[src/rtl/core/rlcf_pkg.sv]
package rlcf_pkg;

    localparam logic [7:0] LEVEL_MAX     = 8'd255;
    localparam logic [7:0] TICKS_RESET   = 8'd100;
    localparam logic [7:0] TIMEOUT_RESET = 8'd255;

    localparam int KIND_W  = 3;
    localparam int CFG_IDX_W = 2;
    localparam int CFG_DATA_W = 8;

    localparam logic [KIND_W-1:0] KIND_TICK = 3'd0;
    localparam logic [KIND_W-1:0] KIND_SET  = 3'd1;
    localparam logic [KIND_W-1:0] KIND_FADE = 3'd2;
    localparam logic [KIND_W-1:0] KIND_SWAP = 3'd3;
    localparam logic [KIND_W-1:0] KIND_STOP = 3'd4;

    localparam logic [CFG_IDX_W-1:0] CFG_COMMON_ANODE   = 2'd0;
    localparam logic [CFG_IDX_W-1:0] CFG_TICKS_PER_STEP = 2'd1;
    localparam logic [CFG_IDX_W-1:0] CFG_TIMEOUT_STEPS  = 2'd2;

    typedef struct packed {
        logic [7:0] red;
        logic [7:0] green;
        logic [7:0] blue;
    } color_t;

    typedef struct packed {
        logic [KIND_W-1:0] kind;
        color_t            first;
        color_t            second;
    } item_t;

    typedef struct packed {
        color_t duty;
        logic   busy;
    } result_t;

    typedef struct packed {
        logic                  write_en;
        logic [CFG_IDX_W-1:0]  index;
        logic [CFG_DATA_W-1:0] data;
    } cfg_write_t;

    function automatic logic [7:0] to_duty(input logic [7:0] level, input logic anode);
        return anode ? 8'(LEVEL_MAX - level) : level;
    endfunction

endpackage

[src/rtl/core/rlcf_in_stage.sv]
module rlcf_in_stage (
    input  logic            clk,
    input  logic            rst_n,
    input  logic            in_valid,
    output logic            in_stall,
    input  rlcf_pkg::item_t in_item,
    input  logic            down_ready,
    output logic            item_fire,
    output rlcf_pkg::item_t item
);

    logic            valid_reg;
    logic            valid_next;
    rlcf_pkg::item_t item_reg;
    logic            load;

    assign item_fire = valid_reg && down_ready;
    assign in_stall  = valid_reg && !down_ready;
    assign load      = in_valid && !in_stall;
    assign item      = item_reg;

    always_comb
    begin
        valid_next = valid_reg;
        if (load)
        begin
            valid_next = 1'b1;
        end
        else if (item_fire)
        begin
            valid_next = 1'b0;
        end
    end

    always_ff @(posedge clk or negedge rst_n)
    begin
        if (!rst_n)
        begin
            valid_reg <= 1'b0;
        end
        else
        begin
            valid_reg <= valid_next;
        end
    end

    always_ff @(posedge clk)
    begin
        if (load)
        begin
            item_reg <= in_item;
        end
    end

endmodule

[src/rtl/core/rlcf_engine.sv]
module rlcf_engine (
    input  logic                 clk,
    input  logic                 rst_n,
    input  rlcf_pkg::cfg_write_t cfg,
    input  logic                 item_fire,
    input  rlcf_pkg::item_t      item,
    output rlcf_pkg::result_t    result
);

    logic            anode_reg;
    logic [7:0]      tps_reg;
    logic [7:0]      timeout_reg;

    logic [7:0]      duty_reg [3];
    logic [7:0]      duty_next [3];
    logic [7:0]      tick_reg;
    logic [7:0]      tick_next;
    logic [7:0]      step_reg;
    logic [7:0]      step_next;
    logic [2:0]      done_reg;
    logic [2:0]      done_next;
    rlcf_pkg::color_t target0_reg;
    rlcf_pkg::color_t target0_next;
    rlcf_pkg::color_t target1_reg;
    rlcf_pkg::color_t target1_next;
    logic            running_reg;
    logic            running_next;
    logic            swap_reg;
    logic            swap_next;
    logic            select_reg;
    logic            select_next;

    rlcf_pkg::color_t target;
    logic [7:0]      goal [3];
    logic [7:0]      level [3];

    always_ff @(posedge clk or negedge rst_n)
    begin
        if (!rst_n)
        begin
            anode_reg   <= 1'b0;
            tps_reg     <= rlcf_pkg::TICKS_RESET;
            timeout_reg <= rlcf_pkg::TIMEOUT_RESET;
        end
        else if (cfg.write_en)
        begin
            unique case (cfg.index)
                rlcf_pkg::CFG_COMMON_ANODE:   anode_reg   <= cfg.data[0];
                rlcf_pkg::CFG_TICKS_PER_STEP: tps_reg     <= cfg.data;
                rlcf_pkg::CFG_TIMEOUT_STEPS:  timeout_reg <= cfg.data;
                default: ;
            endcase
        end
    end

    assign target  = select_reg ? target1_reg : target0_reg;
    assign goal[0] = target.red;
    assign goal[1] = target.green;
    assign goal[2] = target.blue;

    always_comb
    begin
        for (int ch = 0; ch < 3; ch++)
        begin
            duty_next[ch] = duty_reg[ch];
            level[ch]     = rlcf_pkg::to_duty(duty_reg[ch], anode_reg);
        end
        tick_next    = tick_reg;
        step_next    = step_reg;
        done_next    = done_reg;
        target0_next = target0_reg;
        target1_next = target1_reg;
        running_next = running_reg;
        swap_next    = swap_reg;
        select_next  = select_reg;

        if (item_fire)
        begin
            unique case (item.kind)
                rlcf_pkg::KIND_TICK:
                begin
                    if (running_reg)
                    begin
                        tick_next = 8'(tick_reg + 8'd1);
                        if (tick_next == tps_reg)
                        begin
                            step_next = 8'(step_reg + 8'd1);
                            tick_next = '0;
                            for (int ch = 0; ch < 3; ch++)
                            begin
                                if (level[ch] < goal[ch])
                                begin
                                    duty_next[ch] = rlcf_pkg::to_duty(
                                        8'(level[ch] + 8'd1), anode_reg);
                                end
                                else if (level[ch] > goal[ch])
                                begin
                                    duty_next[ch] = rlcf_pkg::to_duty(
                                        8'(level[ch] - 8'd1), anode_reg);
                                end
                                else
                                begin
                                    done_next[2-ch] = 1'b1;
                                end
                            end
                        end
                        if (done_next == 3'b111 || step_next == timeout_reg)
                        begin
                            if (swap_reg)
                            begin
                                select_next = !select_reg;
                                tick_next   = '0;
                                step_next   = '0;
                                done_next   = '0;
                            end
                            else
                            begin
                                running_next = 1'b0;
                            end
                        end
                    end
                end
                rlcf_pkg::KIND_SET:
                begin
                    duty_next[0] = rlcf_pkg::to_duty(item.first.red, anode_reg);
                    duty_next[1] = rlcf_pkg::to_duty(item.first.green, anode_reg);
                    duty_next[2] = rlcf_pkg::to_duty(item.first.blue, anode_reg);
                end
                rlcf_pkg::KIND_FADE:
                begin
                    target0_next = item.first;
                    select_next  = 1'b0;
                    swap_next    = 1'b0;
                    running_next = 1'b1;
                    tick_next    = '0;
                    step_next    = '0;
                    done_next    = '0;
                end
                rlcf_pkg::KIND_SWAP:
                begin
                    target0_next = item.first;
                    target1_next = item.second;
                    select_next  = 1'b0;
                    swap_next    = 1'b1;
                    running_next = 1'b1;
                    tick_next    = '0;
                    step_next    = '0;
                    done_next    = '0;
                end
                rlcf_pkg::KIND_STOP:
                begin
                    swap_next    = 1'b0;
                    running_next = 1'b0;
                end
                default: ;
            endcase
        end
    end

    always_ff @(posedge clk or negedge rst_n)
    begin
        if (!rst_n)
        begin
            for (int ch = 0; ch < 3; ch++)
            begin
                duty_reg[ch] <= '0;
            end
            tick_reg    <= '0;
            step_reg    <= '0;
            done_reg    <= '0;
            target0_reg <= '0;
            target1_reg <= '0;
            running_reg <= 1'b0;
            swap_reg    <= 1'b0;
            select_reg  <= 1'b0;
        end
        else
        begin
            for (int ch = 0; ch < 3; ch++)
            begin
                duty_reg[ch] <= duty_next[ch];
            end
            tick_reg    <= tick_next;
            step_reg    <= step_next;
            done_reg    <= done_next;
            target0_reg <= target0_next;
            target1_reg <= target1_next;
            running_reg <= running_next;
            swap_reg    <= swap_next;
            select_reg  <= select_next;
        end
    end

    assign result.duty.red   = duty_next[0];
    assign result.duty.green = duty_next[1];
    assign result.duty.blue  = duty_next[2];
    assign result.busy       = running_next;

endmodule

[src/rtl/core/rlcf_out_stage.sv]
module rlcf_out_stage (
    input  logic              clk,
    input  logic              rst_n,
    input  logic              item_fire,
    input  rlcf_pkg::result_t result,
    output logic              down_ready,
    output logic              out_valid,
    input  logic              out_stall,
    output rlcf_pkg::result_t out_result
);

    logic              valid_reg;
    logic              valid_next;
    rlcf_pkg::result_t result_reg;

    assign down_ready = !valid_reg || !out_stall;
    assign out_valid  = valid_reg;
    assign out_result = result_reg;

    always_comb
    begin
        valid_next = valid_reg;
        if (item_fire)
        begin
            valid_next = 1'b1;
        end
        else if (!out_stall)
        begin
            valid_next = 1'b0;
        end
    end

    always_ff @(posedge clk or negedge rst_n)
    begin
        if (!rst_n)
        begin
            valid_reg <= 1'b0;
        end
        else
        begin
            valid_reg <= valid_next;
        end
    end

    always_ff @(posedge clk)
    begin
        if (item_fire)
        begin
            result_reg <= result;
        end
    end

endmodule

[src/rtl/core/rgb_led_color_fader.sv]
// RGB LED colour fader: takes one item per clock while in_stall is low and returns one result per item,
// holding the item in an input register and its result in a result register, which together
// let one new item enter while a finished result waits; the state update of each item is a
// single pass of compare, increment and decrement logic between those two registers.
module rgb_led_color_fader (
    input  logic                              clk,
    input  logic                              rst_n,
    input  logic                              cfg_write_en,
    input  logic [rlcf_pkg::CFG_IDX_W-1:0]    cfg_index,
    input  logic [rlcf_pkg::CFG_DATA_W-1:0]   cfg_data,
    input  logic                              in_valid,
    output logic                              in_stall,
    input  logic [rlcf_pkg::KIND_W-1:0]       kind,
    input  logic [7:0]                        first_red,
    input  logic [7:0]                        first_green,
    input  logic [7:0]                        first_blue,
    input  logic [7:0]                        second_red,
    input  logic [7:0]                        second_green,
    input  logic [7:0]                        second_blue,
    output logic                              out_valid,
    input  logic                              out_stall,
    output logic [7:0]                        red_duty,
    output logic [7:0]                        green_duty,
    output logic [7:0]                        blue_duty,
    output logic                              busy_res
);

    rlcf_pkg::item_t      in_item;
    rlcf_pkg::item_t      item;
    rlcf_pkg::cfg_write_t cfg;
    rlcf_pkg::result_t    result;
    rlcf_pkg::result_t    out_result;
    logic                 item_fire;
    logic                 down_ready;

    assign in_item.kind         = kind;
    assign in_item.first.red    = first_red;
    assign in_item.first.green  = first_green;
    assign in_item.first.blue   = first_blue;
    assign in_item.second.red   = second_red;
    assign in_item.second.green = second_green;
    assign in_item.second.blue  = second_blue;

    assign cfg.write_en = cfg_write_en;
    assign cfg.index    = cfg_index;
    assign cfg.data     = cfg_data;

    rlcf_in_stage u_in_stage (
        .clk        (clk),
        .rst_n      (rst_n),
        .in_valid   (in_valid),
        .in_stall   (in_stall),
        .in_item    (in_item),
        .down_ready (down_ready),
        .item_fire  (item_fire),
        .item       (item)
    );

    rlcf_engine u_engine (
        .clk       (clk),
        .rst_n     (rst_n),
        .cfg       (cfg),
        .item_fire (item_fire),
        .item      (item),
        .result    (result)
    );

    rlcf_out_stage u_out_stage (
        .clk        (clk),
        .rst_n      (rst_n),
        .item_fire  (item_fire),
        .result     (result),
        .down_ready (down_ready),
        .out_valid  (out_valid),
        .out_stall  (out_stall),
        .out_result (out_result)
    );

    assign red_duty   = out_result.duty.red;
    assign green_duty = out_result.duty.green;
    assign blue_duty  = out_result.duty.blue;
    assign busy_res   = out_result.busy;

endmodule

[config.mk]
export PLATFORM = sky130hd
export DESIGN_NAME = rgb_led_color_fader
export DESIGN_NICKNAME = d
export VERILOG_FILES = /design/src/rtl/core/rlcf_pkg.sv /design/src/rtl/core/rlcf_in_stage.sv /design/src/rtl/core/rlcf_engine.sv /design/src/rtl/core/rlcf_out_stage.sv /design/src/rtl/core/rgb_led_color_fader.sv
export SDC_FILE = /design/constraint.sdc
export NUM_CORES = 1
export LEC_CHECK = 0
export ABC_CLOCK_PERIOD_IN_PS = 5100
export CORE_MARGIN = 3
export CORE_UTILIZATION = 35
export CTS_BUF_LIST = sky130_fd_sc_hd__clkbuf_4
export DETAILED_ROUTE_END_ITERATION = 16
export DONT_BUFFER_PORTS = 1
export PLACE_DENSITY = 0.58
export SYNTH_ARGS = -nofsm -noshare
export SYNTH_HDL_FRONTEND = slang
export SYNTH_HIERARCHICAL = 1
export SYNTH_SLANG_ARGS = --single-unit
[constraint.sdc]
create_clock -name clk -period 5.1 [get_ports clk]
set_input_delay 1.02 -clock clk [delete_from_list [all_inputs] [get_ports clk]]
set_output_delay 1.02 -clock clk [all_outputs]
set_load 0.02 [all_outputs]
==> results of run 1 <==
[worst paths after layout]
kind                                           from                        to  slack (ps)  depth (start not counted)
min in group clk                u_in_stage/item[22]  u_engine/target1_reg[22]         490                          1
worst min-delay path                          rst_n      u_engine/duty_reg[9]          90                          0
worst max register to register   u_engine/anode_reg      u_engine/step_reg[7]         690                         11
worst max-delay path             u_engine/anode_reg      u_engine/step_reg[7]         690                         11
max in group asynchronous                     rst_n       u_engine/tps_reg[2]        4730                          0
worst min register to register  u_in_stage/item[22]  u_engine/target1_reg[22]         490                          1
[cells by family after synthesis]
group / Yosys count / synth area share
xor+xnor: 77 / 0.0705
fa+ha+maj: 23 / 0.0289
buf+inv: 62 / 0.0275
mux: 105 / 0.115
simple gates: 230 / 0.123
compound gates: 170 / 0.116
flops: 189 / 0.519
[through the flow]
step                      cells  hold slack, ps  utilization  area, sq um  total power [mW]
after global routing       1222            5.81        0.385        10500              4.82
final                      1222            92.4        0.385        10500              4.49
after CTS                  1221            28.5        0.385        10500              4.54
after detailed placement   1189             463        0.373        10200              3.62
after global placement     1189             459        0.373        10200              3.59
after floorplan             856             455            -         9870              3.29
[placed cells by master (no fill, tap or decap), drive strengths merged, types with 10 or more instances in the layout]
cell type / instances
nor2: 42
edfxtp: 76
xor2: 51
a21oi: 44
a31oi: 10
or3: 13
dfrtp: 102
o22ai: 10
mux2: 70
nor4: 12
nor3: 20
inv: 24
o21ai: 32
nand3: 24
mux2i: 35
ha: 22
nor2b: 11
nand2: 60
clkbuf: 18
a22oi: 11
dfstp: 11
xnor2: 25
[report_power, final]
part	total (mW)	switching [mW]	internal (mW)
Sequential	2.24	0.328	1.91
Clock	0.897	0.609	0.288
Combinational	1.36	0.722	0.635
[routing by layer]
metal	global-route usage	wire length, um
met1	0.220	11100
met2	0.212	9370
met3	0.0365	1090
met4	0.0402	248
met5	0	0
[worst max-delay path: cells and delay by family, from the launching register on]
kind | cells | cell delay, ps
buffers and inverters | 2 | 620
AOI/OAI and AO/OA | 5 | 1860
adders and majority gates | 1 | 300
DFF | 1 | 890
and+or+nand+nor | 2 | 380
xor gates and xnor gates | 1 | 270
[cell type report]
type                    count  area share
flip-flops and latches    189       0.487
multi-input cells         605       0.426
well taps                 372      0.0443
clock inverters            14      0.0180
clock buffers              18      0.0129
repair buffers              8     0.00571
inverters                  15     0.00536
diodes                      1    0.000238
==> flow_summary_export.csv, run 1 <==
group,metric,value,unit
synthesis,netlist_area,0.00987,sq mm
sta,hold_viol,0,
floorplanning,num_rows,60,
outcome,status,"completed",
sta,setup_slack,686,ps
critical_path,crit_slowest_cell,"dfrtp_2",
sta,finClkSkew,49.2,ps
drt,num_vias,6435,
clocking,postCtsSetupBuffers,0,
synthesis,synth_flop_cell,"dfrtp_1",
synthesis,synth.distinct_cells,74,
clocking,cts_tree,"done",
final_layout,nNetsFinal,924,
critical_path,worstPathArrival,4910,ps
placed_design,gp_routability_congestion,0.814,
synthesis,syn-num-nets,944,
sta,min_period,4410,ps
synthesis,synthTopCellsByCount,"dfrtp_1, edfxtp_1, mux2_2",
synthesis,synth-edff-count,76,
critical_path,critPathMaxFanout,30,
synthesis,synth_area_leaders,"dfrtp_1, edfxtp_1, mux2_2, xor2_1, mux2i_1",
placed_design,dpl.hpwl,15500,um
sta,finalSetupTns,0,ps
sta,worst_pin_slew,1130,ps
clocking,htree_levels,4,
synthesis,yosysMostFrequentCell,"dfrtp_1",
final_layout,regArea,0.00512,sq mm
global_routing,grt_start_max_net_pins,114,
sta,slew_viol_final,0,
critical_path,end_kind,"flip-flop",
drt,drt-initial-drc-count,576,
clocking,cts_root_buffer,"clkbuf_4",
critical_path,critPathMaxStageDelay,890,ps
synthesis,yosys.area.top_type,"dfrtp_1",
power_and_ir_drop,power_density,427,mW/mm^2
floorplanning,start_util,0.361,
drt,drc,0,
placed_design,portBuffers,0,
final_layout,area_delta_synth_final,6.47,%
sta,setup_viol,0,
global_routing,grt_pass1_wl,35700,um
drt,drt-pass1-iter-count,5,
critical_path,crit_type,"flip-flop to flip-flop",
synthesis,synthCells,856,
clocking,cts_buffers,17,
clocking,clk_latency,600,ps
floorplanning,io_pins,93,
critical_path,path_cells,"buf_4 -> xor2_1 -> ha_1 -> a21o_1 -> a21o_1 -> a2111oi_0 -> buf_4 -> nor4_2 -> o21ai_2 -> nand3_2 -> o31ai_1",
clocking,clock-sinks,189,
min_path,hold_path.class,"input port to asynchronous set/reset pin",
final_layout,n_fill_cell,2707,
power_and_ir_drop,ir_drop,0.170,mV
global_routing,grt_pass1_vias,6334,
drt,ant_nets,0,
final_layout,drive_gt1_frac,0.172,
sta,fin_crit_sh,0.865,
drt,wirelength,21900,um
floorplanning,die_h,174,um
drt,avgRoutedWirePerCell,17.9,um
drt,vias_per_cell,5.27,
clocking,cts_hold_buffers,0,
sta,relSlewSlack,0.244,
synthesis,async_reset_ff_frac,0.598,
clocking,cts_repair_resize_count,0,
global_routing,grt_overflow,0,
global_routing,antenna_found_initial,1,
final_layout,multi_input_area,0.00448,sq mm
synthesis,yosysWarnings,6,
critical_path,start_kind,"flip-flop",
clocking,clk_pin_slew,200,ps
critical_path,cp.required,5600,ps
placed_design,pre_cts_ws,741,ps
final_layout,largest_reg_flops,51,
floorplanning,coreArea,0.0273,sq mm
flow_run,maxCapViolCount,0,
clocking,clock_path_buffers,2,
sta,fmax,227,MHz
floorplanning,die-width,174,um
synthesis,synth_top_area_share,0.258,
sta,rsz0062_at_grt,"no",
power_and_ir_drop,p_leak,3.93,nW
global_routing,grt_usage,0.147,
synthesis,ys_ff_latch,189,
synthesis,seq_area_frac_synth,0.519,
synthesis,syn_avg_cell_area,11.5,sq um
floorplanning,fp.dieArea,0.0303,sq mm
No activity file was read; power rests on OpenSTA's default activity.
==> run 2, diff against run 1 <==
--- a/config.mk
+++ b/config.mk
@@ -7,3 +7,3 @@
 export LEC_CHECK = 0
-export ABC_CLOCK_PERIOD_IN_PS = 5100
+export ABC_CLOCK_PERIOD_IN_PS = 5700
 export CORE_MARGIN = 3
==> constraint.sdc (replaced) <==
create_clock -name clk -period 5.7 [get_ports clk]
set_input_delay 1.14 -clock clk [delete_from_list [all_inputs] [get_ports clk]]
set_output_delay 1.14 -clock clk [all_outputs]
set_load 0.005 [all_outputs]
==> run 2 against run 1 <==
  * Sequential power is 12% lower
  * Global-route usage rose by 0.062 points
  * Core utilization hardly changed
  * Setup slack better by 630 ps
  * Final cell count hardly changed
  * Design area up 0.11%
  * Via count shrank 0.31%
  * Sequential share of layout area down 0.052 points
  * Critical path depth decreased by 1
  * Register-to-register slack improved by 630 ps
  * Wire length about the same
  * Critical endpoint unchanged
  * Largest power group unchanged
==> flow_summary_export.csv, run 2 (synthesis gave the netlist of run 1 again) <==
group,metric,value,unit
global_routing,antenna_found_initial,2,
drt,drc,0,
final_layout,layout_commonest_cell,"dfrtp_1",
sta,min_period,4380,ps
global_routing,gr-usage-met2,0.214,
clocking,cts_tree,"done",
sta,rsz0062_at_grt,"no",
clocking,clk_latency,610,ps
clocking,cts_root_buffer,"clkbuf_4",
final_layout,area_delta_synth_final,6.59,%
sta,fmax,228,MHz
critical_path,end_kind,"flip-flop",
critical_path,critPathMaxFanout,41,
final_layout,instances_no_fill,1221,
sta,relSlewSlack,0.223,
critical_path,cp.required,6210,ps
min_path,hold_path.class,"input port to asynchronous set/reset pin",
power_and_ir_drop,p_total,3.98,mW
final_layout,drive_gt1_frac,0.171,
floorplanning,fp.dieArea,0.0303,sq mm
drt,ant_nets,0,
clocking,postCtsSetupBuffers,0,
floorplanning,start_util,0.361,
critical_path,start_kind,"flip-flop",
clocking,clock_path_buffers,2,
clocking,cts_repair_resize_count,0,
power_and_ir_drop,power_density,379,mW/mm^2
global_routing,grt_busiest_layer,"met1",
placed_design,place_inst,1188,
placed_design,pre_cts_ws,1340,ps
power_and_ir_drop,ir_drop,0.177,mV
floorplanning,coreArea,0.0273,sq mm
global_routing,grt_pass1_vias,6424,
global_routing,grt_usage,0.148,
flow_run,maxCapViolCount,0,
sta,setup_slack,1320,ps
placed_design,gp_routability_congestion,0.802,
sta,finalSetupTns,0,ps
final_layout,largest_reg_flops,51,
sta,slew_viol_final,0,
clocking,clock-sinks,189,
global_routing,use_met3,0.0334,
floorplanning,die_h,174,um
sta,hold_viol,0,
drt,drt-initial-drc-count,545,
global_routing,grtUsageMet1,0.223,
final_layout,fin_area,0.0105,sq mm
placed_design,dpl.hpwl,15400,um
global_routing,grt_overflow,0,
clocking,cts_hold_buffers,0,
sta,setup_viol,0,
floorplanning,io_pins,93,
sta,fin_crit_sh,0.769,
power_and_ir_drop,p_leak,3.93,nW
floorplanning,num_rows,60,
global_routing,grt_pass1_wl,36000,um
clocking,cts_buffers,17,
global_routing,grt_start_max_net_pins,114,
sta,finClkSkew,50.5,ps
placed_design,place_area,0.0102,sq mm
final_layout,nNetsFinal,923,
drt,drt-pass1-iter-count,5,
critical_path,worstPathArrival,4900,ps
drt,vias_per_cell,5.25,
drt,num_vias,6415,
clocking,htree_levels,4,
sta,worst_pin_slew,1160,ps
final_layout,layout.cells.most_common_list,"dfrtp_1, edfxtp_1, mux2_2",
clocking,clk_pin_slew,220,ps
drt,wirelength,21900,um
outcome,status,"completed",
critical_path,crit_type,"flip-flop to flip-flop",
placed_design,portBuffers,0,
floorplanning,die-width,174,um
drt,avgRoutedWirePerCell,17.9,um
run 2: changes by cell type in the layout (fill, tap and decap cells not counted), sizes merged:
cell	before	now
inv	24	25
clkinvlp	0	1
bufinv	1	0
clkbuf	18	17
buf	8	7
run 2: final cells by class:
| cell class | instances | area [sq um] |
|---|---|---|
| multi-input cells | 605 | 4480 |
| flip-flops and latches | 189 | 5120 |
| well taps | 372 | 465 |
| diodes | 1 | 2.50 |
| clock buffers | 17 | 128 |
| repair buffers | 7 | 52.6 |
| fillers | 2708 | 16800 |
| clock inverters | 15 | 215 |
| inverters | 15 | 56.3 |
run 2: worst paths after layout:
kind,endpoint,slack (ps),start,cells past startpoint
worst max-delay path,u_engine/step_reg[7],1320,u_engine/anode_reg,10
worst min-delay path,u_engine/duty_reg[21],190,rst_n,0
worst max register to register,u_engine/step_reg[7],1320,u_engine/anode_reg,10
worst min register to register,u_engine/target1_reg[1],480,u_in_stage/item[1],1
max in group asynchronous,u_engine/timeout_reg[2],5290,rst_n,0
min in group clk,u_engine/target1_reg[1],480,u_in_stage/item[1],1
run 2: critical path, cell delays in order (launching register included):
cell	delay, ps
dfrtp_2	970
xor2_1	370
ha_1	320
a21o_1	160
a21o_1	170
a21o_1	180
a2111oi_0	750
nor4_2	150
o21ai_2	630
nand3_2	310
o31ai_1	280
run 2: layer usage:
layer,vias to the layer above,part of all wire
li1,3114,-
met1,3155,0.51
met2,131,0.43
met3,13,0.045
met4,2,0.011
met5,-,0.00059
run 2: metrics by stage:
stage	hold slack, ps	utilization
finish	191	0.385
global route	96.2	0.385
CTS	118	0.385
detailed placement	464	0.373
global placement	460	0.373
floorplan	455	-
run 2: power by group:
part | internal (mW) | switching, mW | leakage, nW
clock | 0.233 | 0.590 | 0.176
sequential | 1.71 | 0.257 | 2.05
combinational | 0.559 | 0.639 | 1.70
==> run 3, diff against run 2 <==
ABC_AREA = 1   (was default)
ABC_CLOCK_PERIOD_IN_PS = 3900   (was 5700)
PLACE_DENSITY = 0.6   (was 0.58)
clock period = 3.9 ns   (was 5.7 ns; I/O delays follow)
==> run 3 against run 2 <==
  * Non-clock buffer count up 9
  * Clock skew down 12 ps
  * Area after synthesis up 2.6%
  * Clock power up 37%
  * Critical path depth up 7
  * Sequential share of layout area down 1.7 points
  * Count of clock-buffer cells in the layout unchanged
  * Final cell count up 24%
  * Critical path type unchanged
  * Critical endpoint is now u_out_stage/out_result[3]
  * Largest cell class unchanged
  * Highest routed layer is now met4
==> flow_summary_export.csv, run 3 <==
group,metric,value,unit
global_routing,grt_overflow,0,
final_layout,layout_commonest_cell,"nand2_1",
drt,drt-initial-drc-count,481,
global_routing,grt_pass1_wl,37800,um
sta,fmax,280,MHz
synthesis,async_reset_ff_frac,0.598,
placed_design,dpl.hpwl,16600,um
synthesis,syn_avg_cell_area,9.00,sq um
clocking,clk_latency,600,ps
global_routing,grt_usage,0.155,
sta,finClkSkew,38.8,ps
global_routing,antenna_found_initial,1,
placed_design,gp_routability_congestion,0.859,
critical_path,worstPathArrival,3890,ps
synthesis,netlist_area,0.0101,sq mm
floorplanning,io_pins,93,
drt,ant_nets,0,
critical_path,critPathMaxFanout,28,
sta,slew_viol_final,0,
synthesis,synth-edff-count,76,
floorplanning,fp.dieArea,0.0310,sq mm
synthesis,ys_ff_latch,189,
sta,fin_crit_sh,0.915,
sta,worst_pin_slew,774,ps
drt,avgRoutedWirePerCell,15.6,um
sta,min_period,3570,ps
final_layout,drive_gt1_frac,0.131,
power_and_ir_drop,p_total,6.74,mW
critical_path,cp.required,4220,ps
clocking,htree_levels,4,
flow_run,maxCapViolCount,0,
min_path,hold_path.class,"input port to asynchronous set/reset pin",
floorplanning,num_rows,61,
synthesis,synth.distinct_cells,48,
floorplanning,coreArea,0.0282,sq mm
critical_path,crit_type,"flip-flop to flip-flop",
sta,hold_viol,0,
drt,drc,0,
synthesis,yosys.area.top_type,"dfrtp_1",
drt,wirelength,23600,um
drt,drt-pass1-iter-count,5,
clocking,clock_path_buffers,2,
synthesis,seq_area_frac_synth,0.506,
drt,vias_per_cell,4.83,
clocking,cts_repair_resize_count,0,
final_layout,n_fill_cell,2837,
synthesis,syn-num-nets,1214,
global_routing,grt_pass1_vias,6952,
drt,num_vias,7348,
synthesis,yosysWarnings,6,
sta,setup_viol,0,
outcome,status,"completed",
clocking,cts_buffers,17,
critical_path,end_kind,"flip-flop",
power_and_ir_drop,p_leak,4.84,nW
drt,maxUsedRoutingLayer,"met4",
final_layout,largest_reg_flops,51,
synthesis,synthTopCellsByCount,"nand2_1, inv_1, dfrtp_1",
power_and_ir_drop,ir_drop,0.275,mV
floorplanning,die-width,176,um
power_and_ir_drop,power_density,618,mW/mm^2
sta,rsz0062_at_grt,"no",
sta,relSlewSlack,0.484,
clocking,clk_pin_slew,190,ps
floorplanning,die_h,176,um
drt,dr_wl_met2,10300,um
synthesis,synth_area_leaders,"dfrtp_1, edfxtp_1, nand2_1, inv_1, nand3_1",
global_routing,grt_start_max_net_pins,114,
final_layout,layout.cells.most_common_list,"nand2_1, inv_1, dfrtp_1",
synthesis,synthCells,1126,
synthesis,synth_flop_cell,"dfrtp_1",
final_layout,nNetsFinal,1216,
synthesis,synth_top_area_share,0.252,
final_layout,post-route-util,0.387,
drt,drt-met1-wl,11800,um
clocking,cts_tree,"done",
floorplanning,start_util,0.360,
placed_design,portBuffers,0,
sta,finalSetupTns,0,ps
clocking,cts_root_buffer,"clkbuf_4",
synthesis,yosysMostFrequentCell,"nand2_1",
clocking,clock-sinks,189,
final_layout,area_delta_synth_final,7.57,%
clocking,postCtsSetupBuffers,0,
drt,dr_wl_met3,1240,um
critical_path,start_kind,"flip-flop",
run 3: cell count changes after synthesis, moves of 15 or more:
cell / change
a21oi_1: -17
mux2_2: -50
nand3_1: +56
o21ai_0: +35
nand2_1: +266
o21ai_2: +16
clkbuf_1: -15
mux2i_1: -18
inv_1: +104
xor2_1: -25
run 3: critical path: stages, from the launching register on:
cell	delay (ps)
dfrtp_2	900
buf_4	400
xor2_1	160
inv_1	110
ha_1	200
a21oi_1	140
nand2_1	60
nand2_1	60
nand2_1	120
nand2_1	240
inv_1	140
a21oi_1	190
nand2_1	100
xor2_1	150
nand2_1	60
o21ai_0	90
nand2_1	90
o21ai_0	110
run 3: kinds of logic (layout without fill, tap and decap cells):
kind of cell             count (synthesis)  in the layout  share of synthesized area
AO/OA/AOI/OAI                          143            143                     0.0843
AND/OR/NAND/NOR                        526            526                      0.236
multiplexers                            37             37                     0.0390
other                                    0              1                          0
flip-flops                             189            189                      0.506
buffers and inverters                  158            173                     0.0635
XOR/XNOR                                51             51                     0.0448
adder cells (fa/ha/maj)                 22             22                     0.0272
run 3: worst paths after layout:
kind                                              to  slack (ps)  cells after the start                 from
setup / recovery           u_out_stage/out_result[3]         330                     17   u_engine/anode_reg
hold / removal                  u_engine/step_reg[3]         120                      1                rst_n
setup reg to reg           u_out_stage/out_result[3]         330                     17   u_engine/anode_reg
hold reg to reg             u_engine/target1_reg[22]         470                      1  u_in_stage/item[22]
max in group asynchronous          u_engine/swap_reg        3300                      1                rst_n
min in group clk                 u_in_stage/item[45]         250                      0         first_red[5]
run 3: layout make-up:
cell class	instances	area, sq um	share of cell area
well taps	378	473	0.0434
clock buffers	17	128	0.0117
clock inverters	15	188	0.0172
flip-flops and latches	189	5120	0.470
diodes	1	2.50	0.000230
repair buffers	16	140	0.0129
inverters	125	470	0.0432
multi-input cells	779	4370	0.401
run 3: per-layer routing:
layer	track usage	up-vias
met4	0.0416	0
met5	0	-
met3	0.0290	18
li1	-	3696
met1	0.232	3455
met2	0.230	179
run 3: where the power goes:
part           internal [mW]  switching (mW)
Combinational          0.970            1.70
Clock                  0.313           0.818
Sequential              2.54           0.402
run 3: metrics by stage:
stage | hold WS, ps | cell area [sq um] | setup slack, ps | cells
after floorplan | 443 | 10100 | 299 | 1126
after global placement | 458 | 10600 | 415 | 1486
after detailed placement | 460 | 10600 | 375 | 1486
after CTS | 97.4 | 10900 | 412 | 1519
after global routing | 81.6 | 10900 | 72.6 | 1520
final | 115 | 10900 | 333 | 1520
run 3: repair_timing:
| action | CTS | global route |
|---|---|---|
| endpoints found under the hold margin | 113 | 0 |
| hold buffers | 1 | 0 |
| endpoints found under the setup margin | 0 | 0 |
